**config.mk**
```make
export PLATFORM = sky130hd
export DESIGN_NAME = ffra_ctrl
export DESIGN_NICKNAME = d
export VERILOG_FILES = /design/src/ffra_pkg.sv /design/src/ffra_ctrl.sv
export SDC_FILE = /design/constraint.sdc
export NUM_CORES = 1
export LEC_CHECK = 0
export ABC_CLOCK_PERIOD_IN_PS = 4400
export BUFFER_PORTS_ARGS = -buffer_cell sky130_fd_sc_hd__buf_2
export CORE_MARGIN = 1
export CORE_UTILIZATION = 46
export CTS_CLUSTER_DIAMETER = 100
export DETAILED_ROUTE_END_ITERATION = 10
export HOLD_SLACK_MARGIN = 0.02
export PLACE_DENSITY = 0.69
export SETUP_SLACK_MARGIN = 0.02
export SLEW_MARGIN = 10
export SYNTH_ARGS = -nofsm -noshare
export SYNTH_HDL_FRONTEND = slang
export SYNTH_SLANG_ARGS = --single-unit
```
**constraint.sdc**
```tcl
create_clock -name clk -period 4.4 [get_ports clk]
set_clock_uncertainty 0.15 [all_clocks]
set_input_delay 0.22 -clock clk [delete_from_list [all_inputs] [get_ports clk]]
set_output_delay 0.22 -clock clk [all_outputs]
set_load 0.03 [all_outputs]
```
**src/ffra_pkg.sv**
```systemverilog
// ----------------------------------------------------------------------------
// ffra_pkg
// shared types, status codes and controller commands of the range allocator
// ----------------------------------------------------------------------------
`default_nettype none

package ffra_pkg;

  localparam logic [2:0] ST_OK      = 3'd0;
  localparam logic [2:0] ST_NOFIT   = 3'd1;
  localparam logic [2:0] ST_UNKNOWN = 3'd2;
  localparam logic [2:0] ST_FULL    = 3'd3;
  localparam logic [2:0] ST_ZERO    = 3'd4;

  localparam logic MODE_ALLOC = 1'b0;
  localparam logic MODE_FREE  = 1'b1;

  typedef struct packed {
    logic        mode;
    logic [31:0] request_size;
    logic [31:0] request_offset;
  } in_req_t;

  typedef struct packed {
    logic [31:0] granted_offset;
    logic [2:0]  status;
  } out_res_t;

  typedef enum logic [4:0] {
    OP_NOP, OP_INIT, OP_ACCEPT, OP_IDX_INC, OP_SLOT_TAKE, OP_FREAD,
    OP_SHRINK, OP_TAKE_ALL, OP_RECW, OP_DN_RD, OP_DN_WR, OP_DN_END,
    OP_RREAD, OP_REC_HIT, OP_PREV, OP_CUR, OP_MERGE_BOTH, OP_MERGE_L,
    OP_MERGE_R, OP_INS_START, OP_UP_RD, OP_UP_WR, OP_UP_END, OP_FINOK,
    OP_EMIT
  } op_t;

  typedef struct packed {
    op_t        op;
    logic       st_we;
    logic [2:0] st_code;
  } cmd_t;

  typedef struct packed {
    logic mode_free;
    logic size_zero;
    logic slot_busy;
    logic idx_last_rec;
    logic idx_ge_cnt;
    logic fit;
    logic exact;
    logic rec_match;
    logic start_gt;
    logic left;
    logic right;
    logic tbl_full;
    logic dn_end;
    logic up_end;
    logic out_free;
  } dp_stat_t;

endpackage

`default_nettype wire

```
**src/ffra_ctrl.sv**
```systemverilog
// ----------------------------------------------------------------------------
// ffra_ctrl
// request sequencer: record scan, free table scan, shifts and merges
// ----------------------------------------------------------------------------
`default_nettype none

module ffra_ctrl
  import ffra_pkg::*;
(
  input  wire logic     clk,
  input  wire logic     rst_n,
  input  wire logic     in_valid,
  output logic          in_stall,
  input  wire dp_stat_t stat,
  output cmd_t          cmd
);

  typedef enum logic [17:0] {
    S_INIT  = 18'h00001,
    S_IDLE  = 18'h00002,
    S_START = 18'h00004,
    S_VSCAN = 18'h00008,
    S_FRD   = 18'h00010,
    S_FCHK  = 18'h00020,
    S_RECW  = 18'h00040,
    S_DNRD  = 18'h00080,
    S_DNWR  = 18'h00100,
    S_RRD   = 18'h00200,
    S_RCHK  = 18'h00400,
    S_PRD   = 18'h00800,
    S_PCHK  = 18'h01000,
    S_DEC   = 18'h02000,
    S_UPRD  = 18'h04000,
    S_UPWR  = 18'h08000,
    S_FINOK = 18'h10000,
    S_DONE  = 18'h20000
  } state_t;

  state_t state_r, state_nxt;

  always_ff @(posedge clk) begin
    if (!rst_n) begin
      state_r <= S_INIT;
    end else begin
      state_r <= state_nxt;
    end
  end

  assign in_stall = (state_r != S_IDLE);

  always_comb begin
    state_nxt   = state_r;
    cmd.op      = OP_NOP;
    cmd.st_we   = 1'b0;
    cmd.st_code = ST_OK;
    unique case (state_r)
      S_INIT: begin
        cmd.op    = OP_INIT;
        state_nxt = S_IDLE;
      end
      S_IDLE: begin
        if (in_valid) begin
          cmd.op    = OP_ACCEPT;
          state_nxt = S_START;
        end
      end
      S_START: begin
        priority if (stat.mode_free) begin
          state_nxt = S_RRD;
        end else if (stat.size_zero) begin
          cmd.st_we   = 1'b1;
          cmd.st_code = ST_ZERO;
          state_nxt   = S_DONE;
        end else begin
          state_nxt = S_VSCAN;
        end
      end
      S_VSCAN: begin
        priority if (!stat.slot_busy) begin
          cmd.op    = OP_SLOT_TAKE;
          state_nxt = S_FRD;
        end else if (stat.idx_last_rec) begin
          cmd.st_we   = 1'b1;
          cmd.st_code = ST_FULL;
          state_nxt   = S_DONE;
        end else begin
          cmd.op = OP_IDX_INC;
        end
      end
      S_FRD: begin
        if (stat.idx_ge_cnt) begin
          cmd.st_we   = 1'b1;
          cmd.st_code = ST_NOFIT;
          state_nxt   = S_DONE;
        end else begin
          cmd.op    = OP_FREAD;
          state_nxt = S_FCHK;
        end
      end
      S_FCHK: begin
        priority if (stat.exact) begin
          cmd.op    = OP_TAKE_ALL;
          state_nxt = S_DNRD;
        end else if (stat.fit) begin
          cmd.op    = OP_SHRINK;
          state_nxt = S_RECW;
        end else begin
          cmd.op    = OP_IDX_INC;
          state_nxt = S_FRD;
        end
      end
      S_RECW: begin
        cmd.op      = OP_RECW;
        cmd.st_we   = 1'b1;
        cmd.st_code = ST_OK;
        state_nxt   = S_DONE;
      end
      S_DNRD: begin
        if (stat.dn_end) begin
          cmd.op    = OP_DN_END;
          state_nxt = stat.mode_free ? S_FINOK : S_RECW;
        end else begin
          cmd.op    = OP_DN_RD;
          state_nxt = S_DNWR;
        end
      end
      S_DNWR: begin
        cmd.op    = OP_DN_WR;
        state_nxt = S_DNRD;
      end
      S_RRD: begin
        cmd.op    = OP_RREAD;
        state_nxt = S_RCHK;
      end
      S_RCHK: begin
        priority if (stat.rec_match) begin
          cmd.op    = OP_REC_HIT;
          state_nxt = S_PRD;
        end else if (stat.idx_last_rec) begin
          cmd.st_we   = 1'b1;
          cmd.st_code = ST_UNKNOWN;
          state_nxt   = S_DONE;
        end else begin
          cmd.op    = OP_IDX_INC;
          state_nxt = S_RRD;
        end
      end
      S_PRD: begin
        if (stat.idx_ge_cnt) begin
          state_nxt = S_DEC;
        end else begin
          cmd.op    = OP_FREAD;
          state_nxt = S_PCHK;
        end
      end
      S_PCHK: begin
        if (stat.start_gt) begin
          cmd.op    = OP_CUR;
          state_nxt = S_DEC;
        end else begin
          cmd.op    = OP_PREV;
          state_nxt = S_PRD;
        end
      end
      S_DEC: begin
        priority if (stat.left && stat.right) begin
          cmd.op    = OP_MERGE_BOTH;
          state_nxt = S_DNRD;
        end else if (stat.left) begin
          cmd.op    = OP_MERGE_L;
          state_nxt = S_FINOK;
        end else if (stat.right) begin
          cmd.op    = OP_MERGE_R;
          state_nxt = S_FINOK;
        end else if (stat.tbl_full) begin
          cmd.st_we   = 1'b1;
          cmd.st_code = ST_FULL;
          state_nxt   = S_DONE;
        end else begin
          cmd.op    = OP_INS_START;
          state_nxt = S_UPRD;
        end
      end
      S_UPRD: begin
        if (stat.up_end) begin
          cmd.op    = OP_UP_END;
          state_nxt = S_FINOK;
        end else begin
          cmd.op    = OP_UP_RD;
          state_nxt = S_UPWR;
        end
      end
      S_UPWR: begin
        cmd.op    = OP_UP_WR;
        state_nxt = S_UPRD;
      end
      S_FINOK: begin
        cmd.op      = OP_FINOK;
        cmd.st_we   = 1'b1;
        cmd.st_code = ST_OK;
        state_nxt   = S_DONE;
      end
      S_DONE: begin
        if (stat.out_free) begin
          cmd.op    = OP_EMIT;
          state_nxt = S_IDLE;
        end
      end
      default: begin
        state_nxt = S_INIT;
      end
    endcase
  end

endmodule

`default_nettype wire

```
### Word level (Yosys, flattened, before mapping)

Index checks and enable logic that the tools add are counted.

| word-level totals | value |
|---|---|
| output and inout port bits | 10 |
| input port bits | 18 |
| bits in registers | 18 |

| operators by class | value |
|---|---|
| muxes and demuxes | 49 |
| equal/unequal tests | 22 |
| reductions and logical operators | 4 |

Operators with widths:

| operator | count |
|---|---|
| $pmux W18 S17 | 1 |
| $mux W18 | 14 |
| $pmux W5 S16 | 1 |
| $mux W17 | 3 |
| $mux W4 | 12 |
| $mux W14 | 2 |
| $mux W5 | 5 |
| $pmux W4 S6 | 1 |
| $eq A18 B1 Y1 const B | 1 |
| $eq A18 B10 Y1 const B | 1 |
| $eq A18 B11 Y1 const B | 1 |
| $eq A18 B12 Y1 const B | 1 |
| $eq A18 B13 Y1 const B | 1 |
| $eq A18 B14 Y1 const B | 1 |
| $eq A18 B15 Y1 const B | 1 |
| $eq A18 B16 Y1 const B | 1 |
| $eq A18 B17 Y1 const B | 1 |
| $eq A18 B18 Y1 const B | 1 |
| $eq A18 B2 Y1 const B | 1 |
| $eq A18 B3 Y1 const B | 1 |
| $eq A18 B4 Y1 const B | 1 |
| $eq A18 B5 Y1 const B | 1 |
| $eq A18 B6 Y1 const B | 1 |
| $eq A18 B7 Y1 const B | 1 |
| 12 further kinds | 20 |

### Longest topological paths before layout

| depth | value |
|---|---|
| depth in word-level cells | 5 |
| depth in mapped cells | 7 |
| gate-level depth less buffers | 6 |

### Worst setup path before layout

OpenSTA, ideal clock, no wires.

| timing | value |
|---|---|
| path kind | flip-flop to output port |
| start | register state_r[9] |
| end | output cmd[1] (netlist bit) |
| data arrival time | 2.620 ns |
| path slack | 1.410 ns |
| cell stages (with the launch flop) | 7 |
| data required time | 4.030 ns |
| cell sequence | dfxtp_1 -> or4_1 -> buf_2 -> nor4_1 -> nand4_1 -> o31a_1 -> o21ai_0 |

RTL lines:

| item | RTL line | source |
|---|---|---|
| from (decl) | ffra_ctrl.sv:39 | `state_t state_r, state_nxt;` |
| from (signal assigned) | ffra_ctrl.sv:45 | `state_r <= state_nxt;` |
| to (decl) | ffra_ctrl.sv:15 | `output cmd_t cmd` |

==> flow_metrics.env <==
export IMPL_hold_violations=0
export IMPL_p_int_mw=0.246
export IMPL_hold_slack_ps=23.3
export IMPL_largest_register="state_r"
export IMPL_clock_latency_ps=310
export IMPL_initial_core_util_pct=49.6
export IMPL_p_clk_share_pct=30.0
export IMPL_dp_hpwl_um=3510
export IMPL_final_core_util_pct=56.8
export IMPL_p_comb_share_pct=23.5
export IMPL_globalplace_congestion=1.03
export IMPL_drv_cap=0
export IMPL_gr_total_overflow=0
export IMPL_critPathLaunchType="flip-flop"
export IMPL_seqPwrFrac_pct=46.6
export IMPL_ant_nets=0
export IMPL_worstReg2RegStart="state_r[6]$_SDFFE_PN0P_"
export IMPL_status="finished with violations"
export IMPL_cts_root_buf="clkbuf_4"
export IMPL_final_cell_mix="27 x buf_2, 23 x nor2_1, 18 x dfxtp_1"
export IMPL_cts_buffers=3
export IMPL_die_y_um=57.0
export IMPL_syn_area_um2=1390
export IMPL_wire_per_inst_um=18.5
export IMPL_avgSynthCellArea_um2=7.45
export IMPL_tightestPinTransition_ps=1080
export IMPL_die_area_um2=3250
export IMPL_firstDrtPassIters=7
export IMPL_cts_sink_count=18
export IMPL_grt_pass1_wl_um=7090
export IMPL_clk_pin_slew_ps=120
export IMPL_ys_warn_count=0
export IMPL_yosysTopAreaCell="dfxtp_1"
export IMPL_worstPathArrival_ps=3220
export IMPL_post_cts_buffers=0
export IMPL_power_leakage_nw=0.685
export IMPL_min_path_cells=3
export IMPL_synth_ff_type="dfxtp_1"
export IMPL_violations="DRC"
export IMPL_final_nets=235
export IMPL_synth_top_area_share_pct=25.9
export IMPL_max_vdd_ir_drop_mv=0.127
export IMPL_yosysSeqAreaShare_pct=25.9
export IMPL_crit_path_max_fanout=7
export IMPL_drc_errors=4
export IMPL_cp_end_kind="output pin"
export IMPL_post_synth_num_cell_types=50
export IMPL_synthArstFlopShare_pct=0
export IMPL_startpoint="state_r[6]$_SDFFE_PN0P_"
export IMPL_syn_instance_count=187
export IMPL_net_switching_power_mw=0.118
export IMPL_post_cts_resized=0
export IMPL_grt_pass1_vias=1484
export IMPL_slew_violations=0
export IMPL_maxSlewHeadroom_pct=27.6
export IMPL_vias=1624
export IMPL_cts_hold_buffers=4
export IMPL_rows=19
export IMPL_synth_seq_cells=18
export IMPL_hp_start="stat[6]"
export IMPL_layout_cells_non_filler=246
export IMPL_p_per_area_nw_per_um2=229
export IMPL_grt_usage_pct=28.6
export IMPL_drt_iter0_markers=117
export IMPL_path_class="reg2out"
export IMPL_largest_reg_flops=18
export IMPL_fin_crit_ps=3590
export IMPL_fmax_ghz=0.279
export IMPL_swShare_pct=32.3
export IMPL_dp_cells=238
export IMPL_n_antenna_cell=0
export IMPL_core_area_um2=2810
export IMPL_vias_per_cell=6.60
export IMPL_antenna_found_initial=0
export IMPL_cp_data_required_time_ps=4030
export IMPL_placed_cell_area_um2=1520
export IMPL_die_width_um=57.0
export IMPL_cts_tree="built"
export IMPL_grt_max_degree=14
export IMPL_cts_htree_levels=1
export IMPL_fin_area_um2=1590
export IMPL_syn_to_final_growth_pct=14.4
export IMPL_portBuffers=27
export IMPL_top_regs="state_r: 18 flops"
export IMPL_final_common_cell="buf_2"
export IMPL_min_path_type="in2reg"
export IMPL_drive_gt1_share_pct=19.5
export IMPL_synth_area_leaders="dfxtp_1 26%, nor2_1 6.2%, or4_1 4.9%"
export IMPL_setup_viol=0
export IMPL_rsz0062_at_grt="false"
export IMPL_clock_path_buffers=2
export IMPL_setup_tns_final_ps=0
export IMPL_fin_crit_sh_pct=81.5
export IMPL_boundaryPins=28
export IMPL_r2r_cells=5
export IMPL_syn_num_nets=206
export IMPL_synth_edf_count=0
export IMPL_wl_um=4550
-- worst max-delay path: stages (launching register included) --
cell	delay, ps
dfxtp_1	380
or4_1	620
nor4_1	820
nand4_1	410
o211a_1	370
nand2_1	90
buf_2	200
-- routing by layer --
metal  up-vias  global-route usage, %  part of all wire [%]
li1        761                      -                     -
met3        14                   3.63                   9.8
met1       761                   39.6                    43
met4         0                   13.2                   3.6
met2        88                   44.4                    44
met5         -                      0                     0
-- final cells by class --
| cell class | instances | area (um2) |
|---|---|---|
| Sequential cell | 18 | 360 |
| Timing Repair Buffer | 31 | 175 |
| Tap cell | 31 | 38.8 |
| Clock buffer | 4 | 36.3 |
| Multi-Input combinational cell | 152 | 945 |
| Fill cell | 298 | 1210 |
| Inverter | 10 | 37.5 |
-- power groups by stage --
stage | clock network, mW | registers [mW] | logic, mW
floorplan | 0 | 0.172 | 0.0580
global placement | 0 | 0.173 | 0.0808
detailed placement | 0 | 0.173 | 0.0798
CTS | 0.108 | 0.170 | 0.0828
global route | 0.117 | 0.170 | 0.0914
finish | 0.109 | 0.170 | 0.0855
-- cells by family after synthesis --
logic type / after synthesis / synth area share, %
DFF: 18 / 25.9
and+or+nand+nor: 113 / 47.1
AOI/OAI and AO/OA: 35 / 17.8
muxes: 1 / 0.809
buffers and inverters: 17 / 6.29
adders and majority gates: 1 / 0.898
xor gates and xnor gates: 2 / 1.26
-- synth_stat cells (3+ instances only) --
cell / instances
nor4b_1: 5
o21ai_0: 6
nand3_1: 10
nor4_1: 6
nand4_1: 7
dfxtp_1: 18
nand2b_1: 3
nand4b_1: 3
nand2_1: 12
or4_1: 9
or2_2: 5
nor2b_1: 8
nor3_1: 7
inv_1: 10
a21oi_1: 6
a31oi_1: 5
and2_1: 3
nor2_1: 23
-- path summary, 6_finish.rpt --
check / to / slack [ps]
max: cmd[3] / 810
min: state_r[13]$_SDFFE_PN0P_ / 20
max reg2reg: state_r[17]$_SDFFE_PN0P_ / 1420
min reg2reg: state_r[10]$_SDFFE_PN0P_ / 400
-- per-stage QoR --
step	power (mW)	worst slack, ps
finish	0.364	815
CTS	0.361	915
floorplan	0.231	1410
global placement	0.254	1260
global route	0.378	600
detailed placement	0.253	1270
Note: power is estimated with default switching activity, not from simulation.
